[config.mk]
export PLATFORM = sky130hd
export DESIGN_NAME = mep_front
export DESIGN_NICKNAME = d
export VERILOG_FILES = /design/src/hdl/mandelbrot_escape_pixel_defines.svh /design/src/hdl/mep_pkg.sv /design/src/hdl/mep_front.sv
export SDC_FILE = /design/constraint.sdc
export NUM_CORES = 2
export LEC_CHECK = 0
export ABC_AREA = 1
export BUFFER_PORTS_ARGS = -buffer_cell sky130_fd_sc_hd__buf_2
export CORE_UTILIZATION = 60
export DETAILED_ROUTE_END_ITERATION = 10
export PLACE_DENSITY = 0.79
export SYNTH_ARGS = -nofsm -noshare
export SYNTH_HDL_FRONTEND = slang
export SYNTH_SLANG_ARGS = --single-unit
[constraint.sdc]
create_clock -name i_clk -period 15.5 [get_ports i_clk]
set_clock_uncertainty 0.05 [all_clocks]
set_input_delay 0.775 -clock i_clk [delete_from_list [all_inputs] [get_ports i_clk]]
set_output_delay 0.775 -clock i_clk [all_outputs]
set_load 0.01 [all_outputs]
[src/hdl/mandelbrot_escape_pixel_defines.svh]
// Assertion macros for the Mandelbrot escape-time pixel block.
`ifndef MANDELBROT_ESCAPE_PIXEL_DEFINES_SVH
`define MANDELBROT_ESCAPE_PIXEL_DEFINES_SVH
`ifndef SYNTHESIS
`define MEP_ASSERT(label, clk, rst_n, ante, cons) \
    label: assert property (@(posedge clk) disable iff (!rst_n) (ante) |-> (cons)) \
        else $error("mep: assertion failed");
`define MEP_ASSERT_NEXT(label, clk, rst_n, ante, cons) \
    label: assert property (@(posedge clk) disable iff (!rst_n) (ante) |=> (cons)) \
        else $error("mep: assertion failed");
`else
`define MEP_ASSERT(label, clk, rst_n, ante, cons)
`define MEP_ASSERT_NEXT(label, clk, rst_n, ante, cons)
`endif
`endif

[src/hdl/mep_pkg.sv]
`timescale 1ns / 1ps
// Package: constants, types and fixed-point helpers of the Mandelbrot pixel block.
package mep_pkg;

    localparam int FRAC_BITS = 28;
    localparam int ZW = FRAC_BITS + 4;
    localparam int COORD_BITS = 12;
    localparam int STEP_W = 31;
    localparam int CFG_W = 32;
    localparam int LIMIT_W = 16;
    localparam int CFG_IDX_W = 3;
    localparam int COLOR_W = 8;
    localparam int VALUE_W = 2 * COLOR_W;
    localparam int COLOR_SCALE = 1 << VALUE_W;
    localparam int ITER_BITS_DEF = 16;
    localparam int COLOR_DIVISOR_DEF = 1000;
    localparam int QUEUE_DEPTH = 2;
    localparam int SQ_W = 2 * ZW - 1 - FRAC_BITS;
    localparam int CPROD_W = COORD_BITS + STEP_W;
    localparam int SUM_W = ((CPROD_W > SQ_W) ? CPROD_W : SQ_W) + 2;
    localparam int IN_TDATA_W = ((2 * COORD_BITS + 7) / 8) * 8;
    localparam int OUT_TDATA_W = 3 * COLOR_W;

    localparam logic [CFG_W-1:0] RST_REGION_LEFT = 32'hE000_0000;
    localparam logic [CFG_W-1:0] RST_REGION_TOP = 32'hF000_0000;
    localparam logic [STEP_W-1:0] RST_STEP_REAL = 31'd745654;
    localparam logic [STEP_W-1:0] RST_STEP_IMAG = 31'd745654;
    localparam logic [LIMIT_W-1:0] RST_ITER_LIMIT = 16'd1000;

    typedef enum logic [CFG_IDX_W-1:0] {
        CFG_REGION_LEFT = 3'd0,
        CFG_REGION_TOP  = 3'd1,
        CFG_STEP_REAL   = 3'd2,
        CFG_STEP_IMAG   = 3'd3,
        CFG_ITER_LIMIT  = 3'd4
    } t_cfg_idx;

    typedef struct packed {
        logic signed [CFG_W-1:0] region_left;
        logic signed [CFG_W-1:0] region_top;
        logic [STEP_W-1:0]       step_real;
        logic [STEP_W-1:0]       step_imag;
        logic [LIMIT_W-1:0]      iteration_limit;
    } t_cfg;

    typedef struct packed {
        logic signed [ZW-1:0] c_re;
        logic signed [ZW-1:0] c_im;
    } t_point;

    typedef struct packed {
        logic [COLOR_W-1:0] blue;
        logic [COLOR_W-1:0] green;
        logic [COLOR_W-1:0] red;
    } t_rgb;

    function automatic logic signed [ZW-1:0] sat_z(input logic signed [SUM_W-1:0] v);
        logic signed [SUM_W-1:0] hi_lim;
        logic signed [SUM_W-1:0] lo_lim;
        logic signed [ZW-1:0]    res;
        hi_lim = {{(SUM_W-ZW+1){1'b0}}, {(ZW-1){1'b1}}};
        lo_lim = {{(SUM_W-ZW+1){1'b1}}, {(ZW-1){1'b0}}};
        if (v > hi_lim) begin
            res = {1'b0, {(ZW-1){1'b1}}};
        end else if (v < lo_lim) begin
            res = {1'b1, {(ZW-1){1'b0}}};
        end else begin
            res = v[ZW-1:0];
        end
        return res;
    endfunction

    function automatic logic [ZW-1:0] mag_z(input logic signed [ZW-1:0] v);
        logic [ZW-1:0] u;
        u = v;
        return u[ZW-1] ? (~u + {{(ZW-1){1'b0}}, 1'b1}) : u;
    endfunction

endpackage

[src/hdl/mep_front.sv]
`timescale 1ns / 1ps
// Front end: accepts pixel requests and maps them to the point c in fixed point.
module mep_front (
    input  logic                              i_clk,
    input  logic                              i_rst_n,
    input  logic                              i_valid,
    output logic                              o_ready,
    input  logic [mep_pkg::COORD_BITS-1:0]    i_pixel_x,
    input  logic [mep_pkg::COORD_BITS-1:0]    i_pixel_y,
    input  mep_pkg::t_cfg                     i_cfg,
    output logic                              o_valid,
    input  logic                              i_ready,
    output mep_pkg::t_point                   o_point
);

    localparam int SUM_W = mep_pkg::SUM_W;
    localparam int CPROD_W = mep_pkg::CPROD_W;
    localparam int CFG_W = mep_pkg::CFG_W;

    logic                     r_valid;
    logic [CPROD_W-1:0]       r_prod_x;
    logic [CPROD_W-1:0]       r_prod_y;
    logic signed [SUM_W-1:0]  sum_re;
    logic signed [SUM_W-1:0]  sum_im;

    assign o_ready = !r_valid || i_ready;
    assign o_valid = r_valid;

    always_ff @(posedge i_clk) begin
        if (!i_rst_n) begin
            r_valid <= 1'b0;
        end else if (o_ready) begin
            r_valid <= i_valid;
        end
    end

    always_ff @(posedge i_clk) begin
        if (i_valid && o_ready) begin
            r_prod_x <= CPROD_W'(i_pixel_x) * CPROD_W'(i_cfg.step_real);
            r_prod_y <= CPROD_W'(i_pixel_y) * CPROD_W'(i_cfg.step_imag);
        end
    end

    assign sum_re = $signed({{(SUM_W-CFG_W){i_cfg.region_left[CFG_W-1]}}, i_cfg.region_left})
                  + $signed({{(SUM_W-CPROD_W){1'b0}}, r_prod_x});
    assign sum_im = $signed({{(SUM_W-CFG_W){i_cfg.region_top[CFG_W-1]}}, i_cfg.region_top})
                  + $signed({{(SUM_W-CPROD_W){1'b0}}, r_prod_y});

    assign o_point.c_re = mep_pkg::sat_z(sum_re);
    assign o_point.c_im = mep_pkg::sat_z(sum_im);

endmodule

==> results.sh <==
export IMPL_portBuffers=219
export IMPL_slew_limit_headroom=0.315
export IMPL_timing_final_crit_share=0.406
export IMPL_multiInputGateArea_sq_um=26000
export IMPL_worstPathRequired_ns=15.55
export IMPL_drt_total_wl_mm=88.2
export IMPL_startpoint_type="primary input"
export IMPL_route_detailed_drc=0
export IMPL_post_cts_repair_setup_buffers=0
export IMPL_dieArea_sq_um=57700
export IMPL_report_final_slew_viol_count=0
export IMPL_yosysSeqAreaShare=0.0764
export IMPL_cts_reportedPaths_clkPinSlew_ns=0.06
export IMPL_fillerInstances=5119
export IMPL_finalSetupViolCount=0
export IMPL_async_set_or_reset_flop_fraction_in_the_synthesized_netlist=0
export IMPL_tightest_slew_ns=1.02
export IMPL_drv_max_cap_violation_count=0
export IMPL_synth_cell_type_count=43
export IMPL_rsz0062_at_grt="no"
export IMPL_placement_cell_area_sq_um=35500
export IMPL_io_pins=236
export IMPL_timing_hold_worst_class="reg2reg"
export IMPL_synth_cells=4912
export IMPL_replace_congestion=1.00
export IMPL_yosys_register_bits=87
export IMPL_synth_adder_area_share=0.434
export IMPL_tritoncts_clock_tree="yes"
export IMPL_drt_pass1_iter_count=6
export IMPL_synth_area_sq_um=34100
export IMPL_std_cell_rows=86
export IMPL_globalRoute_busiestLayer="met2"
export IMPL_post_synth_top_count_cell="sky130_fd_sc_hd__nand2_1"
export IMPL_drt_vias_per_instance=5.23
export IMPL_grt_met3_usage=0.0374
export IMPL_synth_xor_area_frac=0.0342
export IMPL_combinational_family_with_the_most_area_after_synthesis="adder cells"
export IMPL_syn2layout_area_growth_pct=5.12
export IMPL_synth_area_top_cells="sky130_fd_sc_hd__fa_1, sky130_fd_sc_hd__nand2_1, sky130_fd_sc_hd__inv_1"
export IMPL_die_x_microns=240
export IMPL_first_global_vias=29610
export IMPL_globalRouteMet1Util=0.472
export IMPL_fp_dieH_microns=240
export IMPL_grt_max_degree=78
export IMPL_global_route_usage_total=0.318
export IMPL_htree_num_levels=3
export IMPL_critical_path_reg2reg_endpoint="r_prod_y[17]$_DFFE_PP_"
export IMPL_synth_top_cell_area_share=0.342
export IMPL_crit_start="i_pixel_x[6]"
export IMPL_clk_insertion_delay_late_ns=0.35
export IMPL_cts_hold_buf=0
export IMPL_post_layout_nonfiller_instances=5759
export IMPL_worst_r2r_setup_slack_ns=13.56
export IMPL_global_route_overflow_total=0
export IMPL_final_period_minus_worst_setup_slack_ns=6.30
export IMPL_synth_top_area_cell="sky130_fd_sc_hd__fa_1"
export IMPL_reg2reg_depth=2
export IMPL_cts_sinks=87
export IMPL_start_util=0.612
export IMPL_final_core_util=0.644
export IMPL_timing_rr_start="o_valid$_SDFFE_PN0N_"
export IMPL_post_synth_top_cells="sky130_fd_sc_hd__nand2_1, sky130_fd_sc_hd__inv_1, sky130_fd_sc_hd__fa_1, sky130_fd_sc_hd__ha_1, sky130_fd_sc_hd__nor2_1"
export IMPL_antenna_left=0
export IMPL_clockBufferDepth=2
export IMPL_dr_total_vias=30116
export IMPL_muxShareOfSynthArea=0
export IMPL_final_area_sq_um=35800
export IMPL_run_status="complete, no violations"
export IMPL_cts_repair_resized=0
export IMPL_critPathCapture="r_prod_x[41]$_DFFE_PP_"
export IMPL_crit_path_max_fanout=31
export IMPL_ys_flop_type="sky130_fd_sc_hd__edfxtp_1"
export IMPL_final_setup_tns_ns=0
export IMPL_hold_path_depth=2
export IMPL_antenna_found_initial=9
export IMPL_nNetsFinal=5999
export IMPL_path_class="in2reg"
export IMPL_post_place_cells=5734
export IMPL_clock_buffer_count_from_cts=9
export IMPL_core_area_sq_um=55600
export IMPL_timing_critical_path_to_type="flip-flop"
export IMPL_synth_warning_count=0
export IMPL_gr_usage_met2=0.496
export IMPL_clock_fmax_mhz=159
export IMPL_buffer_type_at_the_clock_tree_root="sky130_fd_sc_hd__clkbuf_16"
export IMPL_critical_path_arrival_ns=6.34
export IMPL_synth_nets=5914
export IMPL_first_iter_violations=2404
export IMPL_hold_viol=0
export IMPL_synth_avg_cell_area_sq_um=6.93
export IMPL_synth_enable_flop_cells=86
export IMPL_fraction_of_layout_cells_with_a_size_suffix_above_1=0.0532
export IMPL_wl_per_cell_microns=15.3
export IMPL_estimated_wirelength_of_the_detail_placed_design_mm=74.7
export IMPL_ff_latch_area_sq_um=2600
export IMPL_synth_compound_gate_area_share=0.0526
export IMPL_simple_gate_share_of_the_synthesized_area=0.242
export IMPL_grt_pass1_wl_mm=146
## critical path, stage by stage
cell                       delay, ns
sky130_fd_sc_hd__buf_2          0.58
sky130_fd_sc_hd__nand2_1        0.20
sky130_fd_sc_hd__fa_1           0.57
sky130_fd_sc_hd__inv_1          0.06
sky130_fd_sc_hd__fa_1           0.55
sky130_fd_sc_hd__fa_1           0.45
sky130_fd_sc_hd__fa_1           0.50
sky130_fd_sc_hd__inv_1          0.05
sky130_fd_sc_hd__fa_1           0.47
sky130_fd_sc_hd__inv_1          0.04
sky130_fd_sc_hd__ha_1           0.39
sky130_fd_sc_hd__a21oi_1        0.32
sky130_fd_sc_hd__o21ai_0        0.14
sky130_fd_sc_hd__a21oi_1        0.13
sky130_fd_sc_hd__o21ai_0        0.17
sky130_fd_sc_hd__a21oi_1        0.41
sky130_fd_sc_hd__o21bai_1       0.19
sky130_fd_sc_hd__nand4_1        0.11
sky130_fd_sc_hd__nand2_1        0.08
sky130_fd_sc_hd__xor2_1         0.16
## cells in the final DEF (no fill, tap or decap), drive strengths merged, types with 5 or more instances in the layout
cell,netlist,routed
o21bai,14,14
nor2,259,259
xnor2,50,50
and2,5,5
o21ai,58,58
nor4,7,7
xor2,83,83
a21oi,162,162
nand3b,12,12
o21a,16,16
ha,250,250
fa,582,582
nand4,23,23
clkbuf,134,9
a21boi,6,6
edfxtp,86,86
a21o,5,5
nor3,14,14
a31oi,38,38
inv,1293,1295
diode,0,10
nand3,84,84
nand2,1695,1695
buf,12,220
## layer usage
| metal | routed length (microns) | vias to the layer above |
|---|---|---|
| met5 | 0 | - |
| met4 | 1910 | 0 |
| met3 | 7590 | 112 |
| met2 | 38200 | 1275 |
| met1 | 40500 | 14270 |
| li1 | - | 14459 |
## sequential cells by signal, indices dropped and copies added, names as in the netlist
signal and count:
r_prod_x 43, o_valid 1, r_prod_y 43
## worst min-delay path by stage
stage | from | end | slack, ns
2_1_floorplan | o_valid$_SDFFE_PN0N_ | o_valid$_SDFFE_PN0N_ | 0.55
3_3_place_gp | o_valid$_SDFFE_PN0N_ | o_valid$_SDFFE_PN0N_ | 0.48
3_5_place_dp | o_valid$_SDFFE_PN0N_ | o_valid$_SDFFE_PN0N_ | 0.49
4_1_cts | o_valid$_SDFFE_PN0N_ | o_valid$_SDFFE_PN0N_ | 0.50
5_1_grt | o_valid$_SDFFE_PN0N_ | o_valid$_SDFFE_PN0N_ | 0.56
6_report | o_valid$_SDFFE_PN0N_ | o_valid$_SDFFE_PN0N_ | 0.50
## metrics by stage
step           hold slack, ns  setup WS [ns]
2_1_floorplan           0.545           9.90
3_3_place_gp            0.479           9.02
3_5_place_dp            0.492           8.94
4_1_cts                 0.502           9.32
5_1_grt                 0.555           8.94
6_report                0.501           9.20
## logic make-up after synthesis
logic type,Yosys count
and+or+nand+nor,2105
buffers and inverters,1439
adders and majority gates,832
AOI/OAI and AO/OA,316
xor gates and xnor gates,133
DFF,87
## final cells by class
class / instances / share of cell area
sequential: 87 / 0.0727
multi-input combinational: 3386 / 0.726
antenna: 10 / 0.000699
timing repair buffer: 220 / 0.0308
clock buffer: 9 / 0.00629
tap: 748 / 0.0261
inverter: 1293 / 0.136
clock inverter: 6 / 0.00192
Power is not shown: default switching activity piles up to over one toggle a cycle in this logic, so the estimate is an artifact.
