<file path="src/hdl/mandelbrot_escape_pixel_defines.svh">
// Assertion macros for the Mandelbrot escape-time pixel block.
`ifndef MANDELBROT_ESCAPE_PIXEL_DEFINES_SVH
`define MANDELBROT_ESCAPE_PIXEL_DEFINES_SVH
`ifndef SYNTHESIS
`define MEP_ASSERT(label, clk, rst_n, ante, cons) \
    label: assert property (@(posedge clk) disable iff (!rst_n) (ante) |-> (cons)) \
        else $error("mep: assertion failed");
`define MEP_ASSERT_NEXT(label, clk, rst_n, ante, cons) \
    label: assert property (@(posedge clk) disable iff (!rst_n) (ante) |=> (cons)) \
        else $error("mep: assertion failed");
`else
`define MEP_ASSERT(label, clk, rst_n, ante, cons)
`define MEP_ASSERT_NEXT(label, clk, rst_n, ante, cons)
`endif
`endif

</file>
<file path="src/hdl/mep_pkg.sv">
`timescale 1ns / 1ps
// Package: constants, types and fixed-point helpers of the Mandelbrot pixel block.
package mep_pkg;

    localparam int FRAC_BITS = 28;
    localparam int ZW = FRAC_BITS + 4;
    localparam int COORD_BITS = 12;
    localparam int STEP_W = 31;
    localparam int CFG_W = 32;
    localparam int LIMIT_W = 16;
    localparam int CFG_IDX_W = 3;
    localparam int COLOR_W = 8;
    localparam int VALUE_W = 2 * COLOR_W;
    localparam int COLOR_SCALE = 1 << VALUE_W;
    localparam int ITER_BITS_DEF = 16;
    localparam int COLOR_DIVISOR_DEF = 1000;
    localparam int QUEUE_DEPTH = 2;
    localparam int SQ_W = 2 * ZW - 1 - FRAC_BITS;
    localparam int CPROD_W = COORD_BITS + STEP_W;
    localparam int SUM_W = ((CPROD_W > SQ_W) ? CPROD_W : SQ_W) + 2;
    localparam int IN_TDATA_W = ((2 * COORD_BITS + 7) / 8) * 8;
    localparam int OUT_TDATA_W = 3 * COLOR_W;

    localparam logic [CFG_W-1:0] RST_REGION_LEFT = 32'hE000_0000;
    localparam logic [CFG_W-1:0] RST_REGION_TOP = 32'hF000_0000;
    localparam logic [STEP_W-1:0] RST_STEP_REAL = 31'd745654;
    localparam logic [STEP_W-1:0] RST_STEP_IMAG = 31'd745654;
    localparam logic [LIMIT_W-1:0] RST_ITER_LIMIT = 16'd1000;

    typedef enum logic [CFG_IDX_W-1:0] {
        CFG_REGION_LEFT = 3'd0,
        CFG_REGION_TOP  = 3'd1,
        CFG_STEP_REAL   = 3'd2,
        CFG_STEP_IMAG   = 3'd3,
        CFG_ITER_LIMIT  = 3'd4
    } t_cfg_idx;

    typedef struct packed {
        logic signed [CFG_W-1:0] region_left;
        logic signed [CFG_W-1:0] region_top;
        logic [STEP_W-1:0]       step_real;
        logic [STEP_W-1:0]       step_imag;
        logic [LIMIT_W-1:0]      iteration_limit;
    } t_cfg;

    typedef struct packed {
        logic signed [ZW-1:0] c_re;
        logic signed [ZW-1:0] c_im;
    } t_point;

    typedef struct packed {
        logic [COLOR_W-1:0] blue;
        logic [COLOR_W-1:0] green;
        logic [COLOR_W-1:0] red;
    } t_rgb;

    function automatic logic signed [ZW-1:0] sat_z(input logic signed [SUM_W-1:0] v);
        logic signed [SUM_W-1:0] hi_lim;
        logic signed [SUM_W-1:0] lo_lim;
        logic signed [ZW-1:0]    res;
        hi_lim = {{(SUM_W-ZW+1){1'b0}}, {(ZW-1){1'b1}}};
        lo_lim = {{(SUM_W-ZW+1){1'b1}}, {(ZW-1){1'b0}}};
        if (v > hi_lim) begin
            res = {1'b0, {(ZW-1){1'b1}}};
        end else if (v < lo_lim) begin
            res = {1'b1, {(ZW-1){1'b0}}};
        end else begin
            res = v[ZW-1:0];
        end
        return res;
    endfunction

    function automatic logic [ZW-1:0] mag_z(input logic signed [ZW-1:0] v);
        logic [ZW-1:0] u;
        u = v;
        return u[ZW-1] ? (~u + {{(ZW-1){1'b0}}, 1'b1}) : u;
    endfunction

endpackage

</file>
<file path="src/hdl/mep_queue.sv">
`timescale 1ns / 1ps
// Short queue of mapped points between the front end and the iteration unit.
`include "mandelbrot_escape_pixel_defines.svh"
module mep_queue (
    input  logic             i_clk,
    input  logic             i_rst_n,
    input  logic             i_valid,
    output logic             o_ready,
    input  mep_pkg::t_point  i_point,
    output logic             o_valid,
    input  logic             i_ready,
    output mep_pkg::t_point  o_point
);

    localparam int DEPTH = mep_pkg::QUEUE_DEPTH;
    localparam int PTR_W = (DEPTH > 1) ? $clog2(DEPTH) : 1;
    localparam int CNT_W = $clog2(DEPTH + 1);
    localparam logic [PTR_W-1:0] PTR_LAST = PTR_W'(DEPTH - 1);
    localparam logic [PTR_W-1:0] PTR_ONE = {{(PTR_W-1){1'b0}}, 1'b1};
    localparam logic [CNT_W-1:0] CNT_FULL = CNT_W'(DEPTH);
    localparam logic [CNT_W-1:0] CNT_ONE = {{(CNT_W-1){1'b0}}, 1'b1};

    mep_pkg::t_point   r_mem [DEPTH];
    logic [PTR_W-1:0]  r_wr_ptr;
    logic [PTR_W-1:0]  r_rd_ptr;
    logic [CNT_W-1:0]  r_count;
    logic              push;
    logic              pop;

    assign o_ready = (r_count != CNT_FULL);
    assign o_valid = (r_count != '0);
    assign o_point = r_mem[r_rd_ptr];
    assign push = i_valid && o_ready;
    assign pop = o_valid && i_ready;

    always_ff @(posedge i_clk) begin
        if (!i_rst_n) begin
            r_wr_ptr <= '0;
            r_rd_ptr <= '0;
            r_count <= '0;
        end else begin
            if (push) begin
                r_wr_ptr <= (r_wr_ptr == PTR_LAST) ? '0 : r_wr_ptr + PTR_ONE;
            end
            if (pop) begin
                r_rd_ptr <= (r_rd_ptr == PTR_LAST) ? '0 : r_rd_ptr + PTR_ONE;
            end
            if (push && !pop) begin
                r_count <= r_count + CNT_ONE;
            end else if (pop && !push) begin
                r_count <= r_count - CNT_ONE;
            end
        end
    end

    always_ff @(posedge i_clk) begin
        if (push) begin
            r_mem[r_wr_ptr] <= i_point;
        end
    end

    `MEP_ASSERT(a_count_bound, i_clk, i_rst_n, 1'b1, r_count <= CNT_FULL)
    `MEP_ASSERT_NEXT(a_count_step, i_clk, i_rst_n, push && !pop, r_count == $past(r_count) + CNT_ONE)

endmodule

</file>
<file path="config.mk">
export PLATFORM = sky130hd
export DESIGN_NAME = mep_queue
export DESIGN_NICKNAME = d
export VERILOG_FILES = /design/src/hdl/mep_pkg.sv /design/src/hdl/mep_queue.sv
export VERILOG_INCLUDE_DIRS = /design/src /design/src/hdl
export SDC_FILE = /design/constraint.sdc
export NUM_CORES = 1
export LEC_CHECK = 0
export ABC_CLOCK_PERIOD_IN_PS = 3080
export BUFFER_PORTS_ARGS = -buffer_cell sky130_fd_sc_hd__buf_2
export CORE_UTILIZATION = 54
export CTS_BUF_LIST = sky130_fd_sc_hd__clkbuf_8
export DETAILED_ROUTE_END_ITERATION = 16
export HOLD_SLACK_MARGIN = 0.1
export PLACE_DENSITY_LB_ADDON = 0.15
export SLEW_MARGIN = 20
export SYNTH_ARGS = -nofsm -noshare
export SYNTH_HDL_FRONTEND = slang
export SYNTH_SLANG_ARGS = --single-unit
</file>
<file path="constraint.sdc">
create_clock -name i_clk -period 3.08 [get_ports i_clk]
set_input_delay 0 -clock i_clk [delete_from_list [all_inputs] [get_ports i_clk]]
set_output_delay 0 -clock i_clk [all_outputs]
set_load 0.005 [all_outputs]
</file>
==> results of run 1 <==
==> report_power, final <==
group / total [mW] / switching [mW] / internal [mW]
Combinational: 1.12 / 0.485 / 0.631
Sequential: 2.38 / 0.121 / 2.26
Clock: 1.48 / 0.671 / 0.805
==> state kept, by name, indices dropped and copies added (netlist names), named ones only <==
| signal | flops |
|---|---|
| r_count | 2 |
| r_mem | 128 |
| r_rd_ptr | 1 |
| r_wr_ptr | 1 |
==> per-layer routing <==
layer  routed length, um  share of wire (%)
met1                3720                 40
met2                4790                 52
met3                 546                5.9
met4                 166                1.8
met5                   0                  0
==> how the worst min path moves through the flow <==
stage	end	slack, ps	cells past startpoint	startpoint
after floorplan	r_mem[0][0]$_DFFE_PP_	100	0	i_point[0]
after global placement	r_mem[0][13]$_DFFE_PP_	190	1	i_point[13]
after detailed placement	r_mem[0][39]$_DFFE_PP_	190	1	i_point[39]
after CTS	r_mem[1][39]$_DFFE_PP_	270	2	i_point[39]
after global routing	r_mem[0][37]$_DFFE_PP_	270	2	i_point[37]
final	r_mem[1][53]$_DFFE_PP_	300	2	i_point[53]
==> synth_stat cells <==
| cell type | n | share of area (%) |
|---|---|---|
| buf_2 | 1 | 0.10 |
| mux2_2 | 64 | 15 |
| edfxtp_1 | 128 | 79 |
| buf_4 | 6 | 0.93 |
| a21bo_2 | 1 | 0.21 |
| and2_1 | 4 | 0.52 |
| or2_2 | 1 | 0.13 |
| xor2_1 | 1 | 0.18 |
| nand3b_1 | 1 | 0.15 |
| inv_1 | 1 | 0.077 |
| or3_1 | 1 | 0.13 |
| ha_1 | 1 | 0.26 |
| a21boi_0 | 1 | 0.15 |
| a21boi_1 | 1 | 0.15 |
| o21ai_0 | 1 | 0.10 |
| and3_1 | 1 | 0.13 |
| o21ai_1 | 1 | 0.10 |
| dfxtp_1 | 5 | 2.1 |
| xnor2_1 | 2 | 0.36 |
| nand2b_4 | 1 | 0.28 |
==> stage by stage <==
step / power [mW] / std cells / cell area (um2) / setup slack, ps
after detailed placement: 3.47 / 463 / 5680 / 1090
final: 4.97 / 562 / 6760 / 992
after CTS: 5.01 / 562 / 6760 / 954
after floorplan: 3.02 / 223 / 4860 / 539
after global placement: 3.44 / 463 / 5680 / 1160
after global routing: 5.19 / 562 / 6760 / 857
==> worst max-delay path, delay by kind of cell, from the launching register on <==
kind                   cells  cell delay, ps
DFF                        1             840
buffers and inverters      2             450
muxes                      1             380
==> cell families (layout without fill, tap and decap cells) <==
| kind of cell | Yosys count | after routing | synth area share [%] |
|---|---|---|---|
| DFF | 133 | 133 | 81.2 |
| and+or+nand+nor | 9 | 9 | 1.34 |
| adders and majority gates | 1 | 1 | 0.258 |
| buffers and inverters | 8 | 239 | 1.11 |
| muxes | 64 | 64 | 14.8 |
| AOI/OAI and AO/OA | 5 | 5 | 0.721 |
| xor gates and xnor gates | 3 | 3 | 0.541 |
==> final cells by class <==
type	count	area [um2]
sequential	133	3950
clock buffer	17	234
fill	504	1960
timing repair buffer	206	1410
multi-input combinational	82	861
tap	108	135
inverter	1	3.75
clock inverter	15	178
==> what timing repair did <==
action | CTS | global route
gates resized for setup | 0 | 0
hold endpoints to repair | 133 | 0
hold buffers | 67 | 0
==> run metrics, run 1 <==
Tightest Pin Transition=between 700 and 800 ps; R2R depth=3; slowest CP cell=dfxtp_2; P per Cell Area=about 740 nW/um2; Initial DRC Count=between 100 and 150; DRT Pass-1 Iters=4; pin count of the biggest net entering global routing=between 40 and 50; DR DRC count=0; Crit path largest cell delay=about 840 ps; Synth Area per Inst=roughly 22 um2; routing usage on met2=a little over a third; most frequent cells in the layout=133 x buf_2, 128 x edfxtp_1, 67 x dlygate4sd3_1; Longest Clk Path Bufs=2; Tmin final=about 2100 ps; chip height=96.8 um; Post-Syn Nets=between 200 and 300; CTS tree=yes; critical-path maximum fanout=34; final hold violations=0; Core Box Area=just under 9000 um2; Slew Limit Headroom=48.5%; chip width=between 90 and 100 um; crit end category=output port; DR WL/cell=about 16 um; Routed Antenna Nets=0; Synth Warn #=0; most common cell after layout, fill and taps aside=buf_2; vias per cell=roughly 4.9; total of max-cap violations=0; RePlAce Congestion=between 0.7 and 0.8; input/output buffers=~130; Final nets=between 500 and 600; Worst R2R Setup Slack=~1100 ps; CP endpoint=o_point[21]; initial antenna violation count=0; kind of critical path=reg -> out; GR peak layer=met2; Sink Count=~130; grt met1 use=24.2%; TNS Setup=0 ps; library cells used by synthesis=20; crit path cell chain=buf_12, mux2_2, buf_2; Via Count=between 2,000 and 3,000; Critical Path RT=3080 ps; synthesis-stage register bit count=about 130; status=completed; Startpoint Class=flop; setup bufs post-CTS=0; Tot GR Track Use=approximately a fifth; final WL=9.22 mm; H-Tree Depth=4; Arr. time, crit path=roughly 2100 ps; share of cells above drive strength 1=between 50% and 60%; class of the worst hold path=in -> reg; area grow syn2layout=39.2%; synthesized area=4860 um2; final core utilization=~78%; Pins Over Slew Limit=0; synthesized instance count=223; Leak=approximately 2.6 nW; Clock Tree Root=clkbuf_8; Initial Utilization=55.7%; met3 Use GR=slightly below 7%; vias in the first global route=3,012; worst r2r src=r_count[0]$_SDFFE_PN0P_; f_max=about 480 MHz; part of the Yosys area used for sequential elements=~81%; Final setup viols=0; Peak VDD IR=around 0.48 mV; DP Wirelength=5.49 mm; unrepaired setup endpoints after global routing=no; Row Count=34; total grt overflow=0; Ant. Diodes=0; FF-to-FF End=r_mem[1][17]$_DFFE_PP_; CTS buffer count=17; Fin Hold WS=around 300 ps; clk_skew=approximately 8.6 ps; die area=between 9000 and 10,000 um2; first-pass GRT wire length=~15 mm; Ports=around 130; crit share post-route=between 60% and 70%; CTS clk-pin slew, worst paths=around 80 ps; clock latency on the worst-skew pair=~420 ps
(Power assumes the default switching activity.)
==> run 2: changes to the inputs <==
- ABC_CLOCK_PERIOD_IN_PS: 3080 -> 2100
- clock period: 3.08 -> 2.1 ns (I/O delays scaled with it)
==> run 2 against run 1 <==
  * Register-to-register slack lost 590 ps
  * Flip-flop and latch count did not move
  * Clock power grew 46%
  * Combinational power increased by 51%
  * Non-clock buffer count unchanged
  * First-iteration DRC count increased by 33%
  * Sequential power grew 43%
  * Largest power group unchanged
  * Setup slack worse by 540 ps
==> run metrics, run 2 (synthesis gave the netlist of run 1 again) <==
chip height=about 97 um; final WL=8.48 mm; share of cells above drive strength 1=between 50% and 60%; multi-input logic area=861 um2; Startpoint Class=flop; pin count of the biggest net entering global routing=65; Met1 Wirelength=roughly 3.4 mm; Largest Register=r_mem; Row Count=34; Pins Over Slew Limit=0; Initial DRC Count=about 150; DRT Pass-1 Iters=4; Largest register FFs=roughly 130; DR WL/cell=15.1 um; total of max-cap violations=0; area grow syn2layout=39.4%; Initial Utilization=~56%; fill count=519; total design power=just over 7 mW; status=completed; Placed Cells=462; most common cell after layout, fill and taps aside=buf_2; DP Area=about 5700 um2; Slew Limit Headroom=about 70%; crit end category=output port; input/output buffers=~130; non-filler cells, final=between 500 and 600; Sink Count=about 130; chip width=roughly 97 um; CTS buffer count=17; crit share post-route=78.6%; clk_skew=between 6 and 7 ps; H-Tree Depth=4; Tightest Pin Transition=434 ps; P per Cell Area=~1100 nW/um2; vias in the first global route=2,908; f_max=606 MHz; Via Count=roughly 2,800; kind of critical path=reg -> out; Ant. Diodes=0; CTS clk-pin slew, worst paths=about 80 ps; Core Box Area=8720 um2; total grt overflow=0; first-pass GRT wire length=13.6 mm; initial antenna violation count=0; unrepaired setup endpoints after global routing=no; vias per cell=4.91; most frequent cells in the layout=133 x buf_2, 128 x edfxtp_1, 68 x dlygate4sd3_1; wire length on met2=roughly 4.5 mm; Final nets=510; CTS tree=yes; Tmin final=between 1500 and 2000 ps; clock latency on the worst-skew pair=a little over 400 ps; Tot GR Track Use=around a fifth; design area=between 6000 and 7000 um2; RePlAce Congestion=~0.71; critical-path maximum fanout=32; Critical Path RT=approximately 2100 ps; final core utilization=roughly 78%; Clock Tree Root=clkbuf_8; class of the worst hold path=in -> reg; top layer used by detailed routing=met4; Arr. time, crit path=about 1700 ps; die area=9380 um2; Final setup viols=0; DP Wirelength=4.94 mm; met3 WL=405 um; Ports=~130; final hold violations=0; TNS Setup=0 ps; setup bufs post-CTS=0; Sequential cell area=between 3000 and 4000 um2; Leak=roughly 2.6 nW; Regs by FF count=r_mem: 128 flops, r_count: 2 flops; Routed Antenna Nets=0; Peak VDD IR=0.541 mV; Longest Clk Path Bufs=2; DR DRC count=0; Worst R2R Setup Slack=~530 ps
run 2: cell type report:
| class | instances | area share, % |
|---|---|---|
| tap | 108 | 2.00 |
| timing repair buffer | 206 | 20.8 |
| multi-input combinational | 82 | 12.7 |
| clock inverter | 15 | 2.64 |
| inverter | 1 | 0.111 |
| sequential | 133 | 58.3 |
| clock buffer | 17 | 3.46 |
run 2: final timing paths:
kind	endpoint	from	depth (start not counted)
setup / recovery	o_point[61]	flop	3
hold / removal	r_mem[1][28]$_DFFE_PP_	i_point[28]	2
setup reg to reg	r_count[1]$_SDFFE_PN0P_	r_count[0]$_SDFFE_PN0P_	5
hold reg to reg	r_count[1]$_SDFFE_PN0P_	r_count[1]$_SDFFE_PN0P_	2
run 2: per-layer routing:
layer | GRT usage [%] | up-vias
met1 | 22.3 | 1331
met4 | 10.3 | 0
met2 | 32.0 | 95
met3 | 5.27 | 17
met5 | 0 | -
li1 | - | 1316
run 2: worst max-delay path, cell delays in order, from the launching register on:
cell,delay (ps)
dfxtp_2,320
buf_4,370
mux2_2,400
buf_2,130
run 2: metrics by stage:
step	hold WS, ps	worst slack, ps
final	309	449
after global routing	294	373
after CTS	280	415
after detailed placement	191	547
after global placement	187	592
after floorplan	98.9	143
run 2: power by group:
group	switching (mW)	internal, mW	total [mW]
Sequential	0.0945	3.31	3.41
Clock	0.975	1.18	2.16
Combinational	0.760	0.926	1.69
Total	1.83	5.42	7.25
run 2: repair_timing:
| action | 4_1_cts | 5_1_grt |
|---|---|---|
| hold buffers | 68 | 0 |
| gates resized for setup | 0 | 0 |
| endpoints found under the hold margin | 133 | 0 |
